### src/hdl/ttb_pkg.sv
// Shared constants, types and controller encodings for the triangle tile binner.
// Used by every other file in the block; depends on nothing.
package ttb_pkg;

  localparam int TILE_SHIFT  = 6;
  localparam int MAX_TILES_X = 8;
  localparam int MAX_TILES_Y = 8;

  localparam int CRD_W   = 16;                // vertex coordinate
  localparam int DLT_W   = CRD_W + 1;         // edge delta
  localparam int ORI_W   = 2 * DLT_W + 1;     // orientation difference
  localparam int PRD_W   = DLT_W + CRD_W;     // delta times coordinate
  localparam int OFF_W   = PRD_W + 1;         // edge offset
  localparam int EDGE_W  = OFF_W + 3;         // edge value at a tile corner
  localparam int TIX_W   = CRD_W + 1;         // unclamped tile index
  localparam int IDX_W   = 3;                 // tile column / row
  localparam int FACE_W  = 16;
  localparam int CNT_W   = 4;
  localparam int SCR_W   = 10;
  localparam int FAR_W   = SCR_W + 2;
  localparam int STEP_SH = TILE_SHIFT + 4;    // pixels of a tile, with fraction bits
  localparam int CFG_IDX_W = 2;
  localparam int CFG_DAT_W = SCR_W;

  localparam logic signed [TIX_W-1:0] ROUND_UP = TIX_W'(15);

  typedef enum logic [CFG_IDX_W-1:0] {
    CFG_TILES_ACROSS  = 2'd0,
    CFG_TILES_DOWN    = 2'd1,
    CFG_SCREEN_WIDTH  = 2'd2,
    CFG_SCREEN_HEIGHT = 2'd3
  } ttb_cfg_reg_e;

  typedef enum logic [2:0] {
    ST_IDLE,
    ST_DIFF,
    ST_MUL,
    ST_CULL,
    ST_INIT,
    ST_WALK,
    ST_FLUSH
  } ttb_state_e;

  typedef struct packed {
    logic cap;
    logic diff;
    logic mult;
    logic cull;
    logic init;
    logic step;
    logic flush;
  } ttb_cmd_t;

  typedef struct packed {
    logic culled;
    logic empty;
    logic at_end;
    logic touched;
    logic pend;
    logic out_free;
  } ttb_stat_t;

endpackage

### src/hdl/ttb_ctrl.sv
// Sequencer of the tile binner: setup steps, tile walk and final flush.
// Depends on ttb_pkg; drives the datapath through ttb_cmd_t only.
module ttb_ctrl (
  input  logic               clk_i,
  input  logic               rst_ni,
  input  logic               in_valid_i,
  output logic               in_ready_o,
  input  ttb_pkg::ttb_stat_t stat_i,
  output ttb_pkg::ttb_cmd_t  cmd_o
);

  ttb_pkg::ttb_state_e state_q, state_d;

  always_ff @(posedge clk_i or negedge rst_ni) begin
    if (!rst_ni) begin
      state_q <= ttb_pkg::ST_IDLE;
    end else begin
      state_q <= state_d;
    end
  end

  always_comb begin
    logic step_ok;
    state_d    = state_q;
    cmd_o      = '0;
    in_ready_o = 1'b0;
    step_ok    = !stat_i.touched || !stat_i.pend || stat_i.out_free;
    unique case (state_q)
      ttb_pkg::ST_IDLE: begin
        in_ready_o = 1'b1;
        if (in_valid_i) begin
          cmd_o.cap = 1'b1;
          state_d   = ttb_pkg::ST_DIFF;
        end
      end
      ttb_pkg::ST_DIFF: begin
        cmd_o.diff = 1'b1;
        state_d    = ttb_pkg::ST_MUL;
      end
      ttb_pkg::ST_MUL: begin
        cmd_o.mult = 1'b1;
        state_d    = ttb_pkg::ST_CULL;
      end
      ttb_pkg::ST_CULL: begin
        cmd_o.cull = 1'b1;
        state_d    = ttb_pkg::ST_INIT;
      end
      ttb_pkg::ST_INIT: begin
        if (stat_i.culled || stat_i.empty) begin
          state_d = ttb_pkg::ST_IDLE;
        end else begin
          cmd_o.init = 1'b1;
          state_d    = ttb_pkg::ST_WALK;
        end
      end
      ttb_pkg::ST_WALK: begin
        // hold the walk while a touched tile has nowhere to go
        cmd_o.step = step_ok;
        if (step_ok && stat_i.at_end) begin
          state_d = ttb_pkg::ST_FLUSH;
        end
      end
      ttb_pkg::ST_FLUSH: begin
        cmd_o.flush = 1'b1;
        if (!stat_i.pend || stat_i.out_free) begin
          state_d = ttb_pkg::ST_IDLE;
        end
      end
      default: state_d = ttb_pkg::ST_IDLE;
    endcase
  end

endmodule

### config.mk
export PLATFORM = sky130hd
export DESIGN_NAME = ttb_ctrl
export DESIGN_NICKNAME = d
export VERILOG_FILES = /design/src/hdl/ttb_pkg.sv /design/src/hdl/ttb_ctrl.sv
export SDC_FILE = /design/constraint.sdc
export NUM_CORES = 1
export LEC_CHECK = 0
export ABC_AREA = 1
export BUFFER_PORTS_ARGS = -buffer_cell sky130_fd_sc_hd__buf_2
export CORE_AREA = 4 4 41 43
export CTS_CLUSTER_DIAMETER = 40
export CTS_CLUSTER_SIZE = 25
export DETAILED_ROUTE_END_ITERATION = 8
export DIE_AREA = 0 0 45 47
export HOLD_SLACK_MARGIN = 0.1
export PLACE_DENSITY_LB_ADDON = 0.15
export SYNTH_ARGS = -nofsm -noshare
export SYNTH_HDL_FRONTEND = slang
export SYNTH_SLANG_ARGS = --single-unit
### constraint.sdc
create_clock -name clk_i -period 1.38 [get_ports clk_i]
set_input_delay 0.138 -clock clk_i [delete_from_list [all_inputs] [get_ports clk_i]]
set_output_delay 0.138 -clock clk_i [all_outputs]
set_load 0.01 [all_outputs]
==> flow_summary_export.csv, run 1 <==
group,metric,value,unit
floorplanning,core_area,1300,um^2
layout,drive_gt1_frac,0.493,
timing,min_period,1.28,ns
logic_synthesis,ys_types,13,
placed_design,hpwlAfterDp,549,um
route,routedWlPerCell,7.94,um
layout,largest-register,"state_q",
route,drt_iter0_drc,4,
clock_network,clk-insertion-delay-late,0.23,ns
timing,finalMaxSlewViolations,0,
logic_synthesis,ys_warn_count,0,
global_routing,grt_usage,0.0664,
layout,largest_reg_flops,3,
placed_design,io_buffer_count,16,
pwr,power,0.000803,W
placed_design,gp_congestion,0.730,
global_routing,grt_max_degree,8,
route,route.detailed.drc,0,
critical_path,r2r-end,"state_q[2]$_DFFE_PN0P_",
layout,top_regs,"state_q (3)",
timing,holdWs,0.221,ns
clock_network,cts.sinks,3,
clock_network,cts_buffer_depth,2,
pwr,power.density,1820,nW/um^2
route,drt-pass1-iter-count,4,
critical_path,arrival,1.14,ns
pwr,p_leak,0.286,nW
logic_synthesis,synthCells,45,
timing,hold_viol_final,0,
floorplanning,dieHeight,47,um
layout,area_growth,62.2,%
worst_hold_path,holdPathStages,4,
route,ant_nets,0,
layout,fin_area,440,um^2
floorplanning,initial_core_util,0.209,
logic_synthesis,syn_avg_cell_area,6.03,um^2
flow_run,maxCapViolCount,0,
global_routing,antenna_found_initial,0,
critical_path,path_max_fanout,5,
worst_hold_path,hp-start,"stat_i[3]",
logic_synthesis,synth.largest_area_cell,"dfrtp_1",
floorplanning,die_w,45,um
logic_synthesis,ys_ff_latch,3,
global_routing,overflow,0,
timing,setup_viol,0,
timing,worstMarginPinSlew,0.160,ns
critical_path,cp-end-kind,"output port",
floorplanning,rows,13,
critical_path,worst_setup_path_start_kind,"flop",
route,drt_wl_total,667,um
clock_network,clockRootBuffer,"clkbuf_4",
clock_network,htree_levels,1,
layout,fin_nets,79,
floorplanning,pin_count,17,
timing,slew_headroom,0.893,
timing,max_freq,780,MHz
timing,fin_setup_tns,0,ns
global_routing,grt_pass1_wl,966,um
logic_synthesis,synth_seq_area_share,0.276,
timing,fin_skew,0.00330,ns
layout,fill_cells,152,
logic_synthesis,syn-cell-area,272,um^2
critical_path,r2r-start,"state_q[0]$_DFFE_PN0P_",
logic_synthesis,synth_area_leaders,"dfrtp_1 (28%), inv_1 (15%), nand3_1 (13%)",
critical_path,crit_required,1.24,ns
critical_path,critical_path_class,"flop to output port",
timing,rsz0062_at_grt,"false",
clock_network,cts_tree,"done",
placed_design,postPlaceCellArea,370,um^2
placed_design,placedCellCount,76,
route,num_vias,337,
floorplanning,die-area,2120,um^2
logic_synthesis,synth_top_area_share,0.276,
critical_path,r2r_slack,0.26,ns
worst_hold_path,hold-path-endpoint,"state_q[0]$_DFFE_PN0P_",
route,vias_per_cell,4.01,
layout,n_antenna_cell,0,
critical_path,reg2reg_depth,7,
status,status,"finished, final reports clean",
timing,fin_crit_sh,0.929,
clock_network,clkSlewWorstSetupHoldPaths,0.04,ns
worst_hold_path,min_path_type,"input pin to flop",
clock_network,cts_made_buffers,3,
layout,fin_cells,84,
logic_synthesis,syn_nets,54,
pwr,peakVddDrop,866,uV
global_routing,grt_pass1_vias,266,
## worst max path at each step
stage	slack (ns)	startpoint	to
after floorplan	0.33	state_q[0]$_DFFE_PN0P_	cmd_o[6]
after global placement	0.27	state_q[0]$_DFFE_PN0P_	cmd_o[6]
after detailed placement	0.27	state_q[0]$_DFFE_PN0P_	cmd_o[6]
after CTS	0.02	state_q[0]$_DFFE_PN0P_	cmd_o[6]
after global routing	0.001	state_q[1]$_DFFE_PN0P_	cmd_o[2]
final	0.1	state_q[2]$_DFFE_PN0P_	cmd_o[3]
## report_power, final
| part | internal, W | switching (W) |
|---|---|---|
| logic | 0.000207 | 0.000246 |
| registers | 0.000135 | 0.0000633 |
| clock network | 0.000108 | 0.0000430 |
| total | 0.000451 | 0.000352 |
## repair_timing
action | CTS | global route
buffers inserted | 0 | 3
hold endpoints to repair | 3 | 0
hold buffers | 1 | 0
endpoints found under the setup margin | 0 | 4
resized for setup | 0 | 5
## layout by cell type, fill, tap and decap left out, drive strengths merged
master / n
buf: 19
and2: 1
a21oi: 1
nor2: 7
dlygate4sd3: 1
nand3: 8
o21ai: 1
dfrtp: 3
nand2: 11
nor3: 1
inv: 12
clkbuf: 4
## worst max-delay path, cell delays in order (launching register included)
cell and delay (ns):
dfrtp_2 0.44, buf_4 0.15, inv_1 0.06, nand3_1 0.09
inv_1 0.07, buf_2 0.12
## metal layers
metal  vias to the layer above  track usage  share of wire  wire [um]
met5                         -            0              0          0
met4                         0       0.0702              0          0
met3                         0       0.0230          0.087         58
met2                         7       0.0960           0.49        324
met1                       147       0.0729           0.43        284
li1                        183            -              -          -
## cell usage after synthesis
master,n
nand3_1,7
nand2_2,4
nand2_1,7
inv_1,11
inv_2,1
nor3_1,1
nand3_2,1
dfrtp_1,3
a21oi_1,1
nor2_4,1
o21ai_1,1
and2_1,1
nor2_1,6
## cells by family (layout without fill, tap and decap cells)
family	count (synthesis)	after routing	synth area share
compound gates	2	2	0.0368
buf+inv	12	36	0.166
flops	3	3	0.276
simple gates	28	28	0.521
## per-stage QoR
step | setup slack, ns | util
2_1_floorplan | 0.329 | -
3_3_place_gp | 0.269 | 0.285
3_5_place_dp | 0.275 | 0.285
4_1_cts | 0.0201 | 0.313
5_1_grt | 0.00137 | 0.338
6_report | 0.0983 | 0.338
## final cells by class
type	instances	area (um^2)	share of cell area
clock buffer	4	26.3	0.0597
inverter	12	45.0	0.102
multi-input combinational	30	159	0.361
sequential	3	78.8	0.179
tap	15	18.8	0.0426
timing repair buffer	20	113	0.256
Power figures use the tool's default switching activity.
==> inputs of run 2 (changes only) <==
Clock period 1.38 ns to 1.2 ns, I/O delays scaled along.
==> flow_summary_export.csv, run 2 (synthesized netlist as in run 1, its figures left out) <==
group,metric,value,unit
route,routedWlPerCell,9.35,um
route,drt_iter0_drc,3,
layout,largest-register,"state_q",
route,drt-pass1-iter-count,2,
pwr,p_leak,0.327,nW
route,num_vias,369,
placed_design,io_buffer_count,16,
floorplanning,pin_count,17,
flow_run,maxCapViolCount,0,
critical_path,cp-end-kind,"output port",
route,drt_wl_total,851,um
critical_path,critical_path_class,"flop to output port",
layout,fin_nets,86,
floorplanning,die_w,45,um
route,vias_per_cell,4.05,
timing,min_period,1.23,ns
global_routing,grt_pass1_wl,1.44,mm
critical_path,arrival,1.11,ns
timing,finalMaxSlewViolations,0,
clock_network,cts_buffer_depth,2,
status,status,"finished with violations",
layout,n_antenna_cell,0,
clock_network,htree_levels,1,
timing,slew_headroom,0.864,
pwr,peakVddDrop,1410,uV
clock_network,cts.sinks,3,
worst_hold_path,min_path_type,"input pin to asynchronous set/reset pin",
placed_design,gp_congestion,0.754,
route,wl_met1,340,um
route,ant_nets,0,
route,dr_wl_met3,54,um
floorplanning,die-area,2120,um^2
layout,largest_reg_flops,3,
clock_network,clkSlewWorstSetupHoldPaths,0.04,ns
status,violations,"setup timing",
critical_path,reg2reg_depth,7,
timing,rsz0062_at_grt,"true",
critical_path,crit_path_start,"state_q[1]$_DFFE_PN0P_",
clock_network,clk-insertion-delay-late,0.23,ns
pwr,power.density,2170,nW/um^2
layout,area_growth,102,%
layout,fin_area,548,um^2
critical_path,r2r-end,"state_q[2]$_DFFE_PN0P_",
timing,fin_skew,0.00345,ns
layout,drive_gt1_frac,0.632,
critical_path,crit_chain,"buf_6 -> nor3_2 -> buf_2",
critical_path,r2r-start,"state_q[0]$_DFFE_PN0P_",
layout,final_common_cell,"buf_2",
timing,hold_viol_final,0,
route,top_layer,"met3",
global_routing,grt_usage,0.0949,
timing,worstMarginPinSlew,0.203,ns
timing,fin_crit_sh,1.03,
route,routed-wl-met2,457,um
timing,setup_viol,5,
critical_path,r2r_slack,0,ns
critical_path,cp_slowest_stage_delay,0.46,ns
floorplanning,initial_core_util,0.209,
layout,fill_cells,145,
global_routing,overflow,0,
timing,worst_slack,-0.0314,ns
layout,final_cell_mix,"buf_2 (15), inv_1 (9), nand2_1 (7), buf_4 (7), nand3_1 (5)",
global_routing,antenna_found_initial,0,
critical_path,crit_path_top_delay_cell,"dfrtp_2",
critical_path,path_max_fanout,6,
floorplanning,rows,13,
global_routing,grt_pass1_vias,369,
clock_network,clockRootBuffer,"clkbuf_4",
route,route.detailed.drc,0,
timing,fin_setup_tns,-0.0612,ns
critical_path,crit_required,1.08,ns
timing,max_freq,812,MHz
global_routing,grt_max_degree,8,
critical_path,worst_setup_path_start_kind,"flop",
clock_network,cts_tree,"done",
layout,top_regs,"state_q (3)",
clock_network,cts_made_buffers,3,
floorplanning,core_area,1300,um^2
floorplanning,dieHeight,47,um
placed_design,postPlaceCellArea,370,um^2
==> run 2: cell types whose count changed in the layout (fill, tap and decap cells not counted), moves of 2 or more <==
cell,change
buf_4,+4
buf_6,+4
inv_1,-2
inv_2,+2
nand3_1,-2
nor2_4,+2
==> run 2: cell type report <==
class	count	area (um^2)	share of cell area
Timing Repair Buffer	27	183	0.333
Clock buffer	4	26.3	0.0479
Sequential cell	3	78.8	0.144
Tap cell	15	18.8	0.0342
Multi-Input combinational cell	30	196	0.358
Inverter	12	45.0	0.0822
==> run 2: routing by layer <==
| layer | global-route usage | up-vias |
|---|---|---|
| li1 | - | 197 |
| met1 | 0.0959 | 165 |
| met2 | 0.167 | 7 |
| met3 | 0.0307 | 0 |
| met4 | 0.0643 | 0 |
| met5 | 0 | - |
==> run 2: worst max-delay path by stage <==
stage	cells past startpoint	slack, ns	to
final	3	-0.03	cmd_o[6]
after global routing	4	-0.1	cmd_o[1]
after CTS	4	-0.03	cmd_o[6]
after detailed placement	5	0.1	state_q[0]$_DFFE_PN0P_
after global placement	5	0.09	state_q[0]$_DFFE_PN0P_
after floorplan	3	0.17	cmd_o[6]
==> run 2: power breakdown <==
part	internal, W	leakage (nW)	switching [W]
logic	0.000389	0.278	0.000352
clock network	0.000125	0.0150	0.0000522
registers	0.000156	0.0340	0.000117
==> run 2: critical path, delay by kind of cell, from the launching register on <==
| family | cells | cell delay [ns] |
|---|---|---|
| AND/OR/NAND/NOR | 1 | 0.14 |
| buffers and inverters | 2 | 0.28 |
| flip-flops | 1 | 0.46 |
==> run 2: stage by stage <==
stage | hold WS (ns) | util | total power [W] | worst slack (ns) | std cells
after global placement | -0.0804 | 0.285 | 0.000679 | 0.0883 | 76
final | 0.210 | 0.421 | 0.00119 | -0.0314 | 91
after CTS | 0.211 | 0.396 | 0.00111 | -0.0251 | 89
after floorplan | -0.176 | - | 0.000519 | 0.167 | 45
after detailed placement | -0.0804 | 0.285 | 0.000674 | 0.0986 | 76
after global routing | 0.213 | 0.421 | 0.00131 | -0.0991 | 91
==> run 2: repair_timing <==
| item | 4_1_cts | 5_1_grt |
|---|---|---|
| resized for setup | 15 | 4 |
| setup endpoints to repair | 6 | 11 |
| gates cloned | 0 | 0 |
| pin swaps | 5 | 2 |
| setup buffers | 8 | 2 |
| hold buffers | 1 | 0 |
| endpoints found under the hold margin | 3 | 0 |
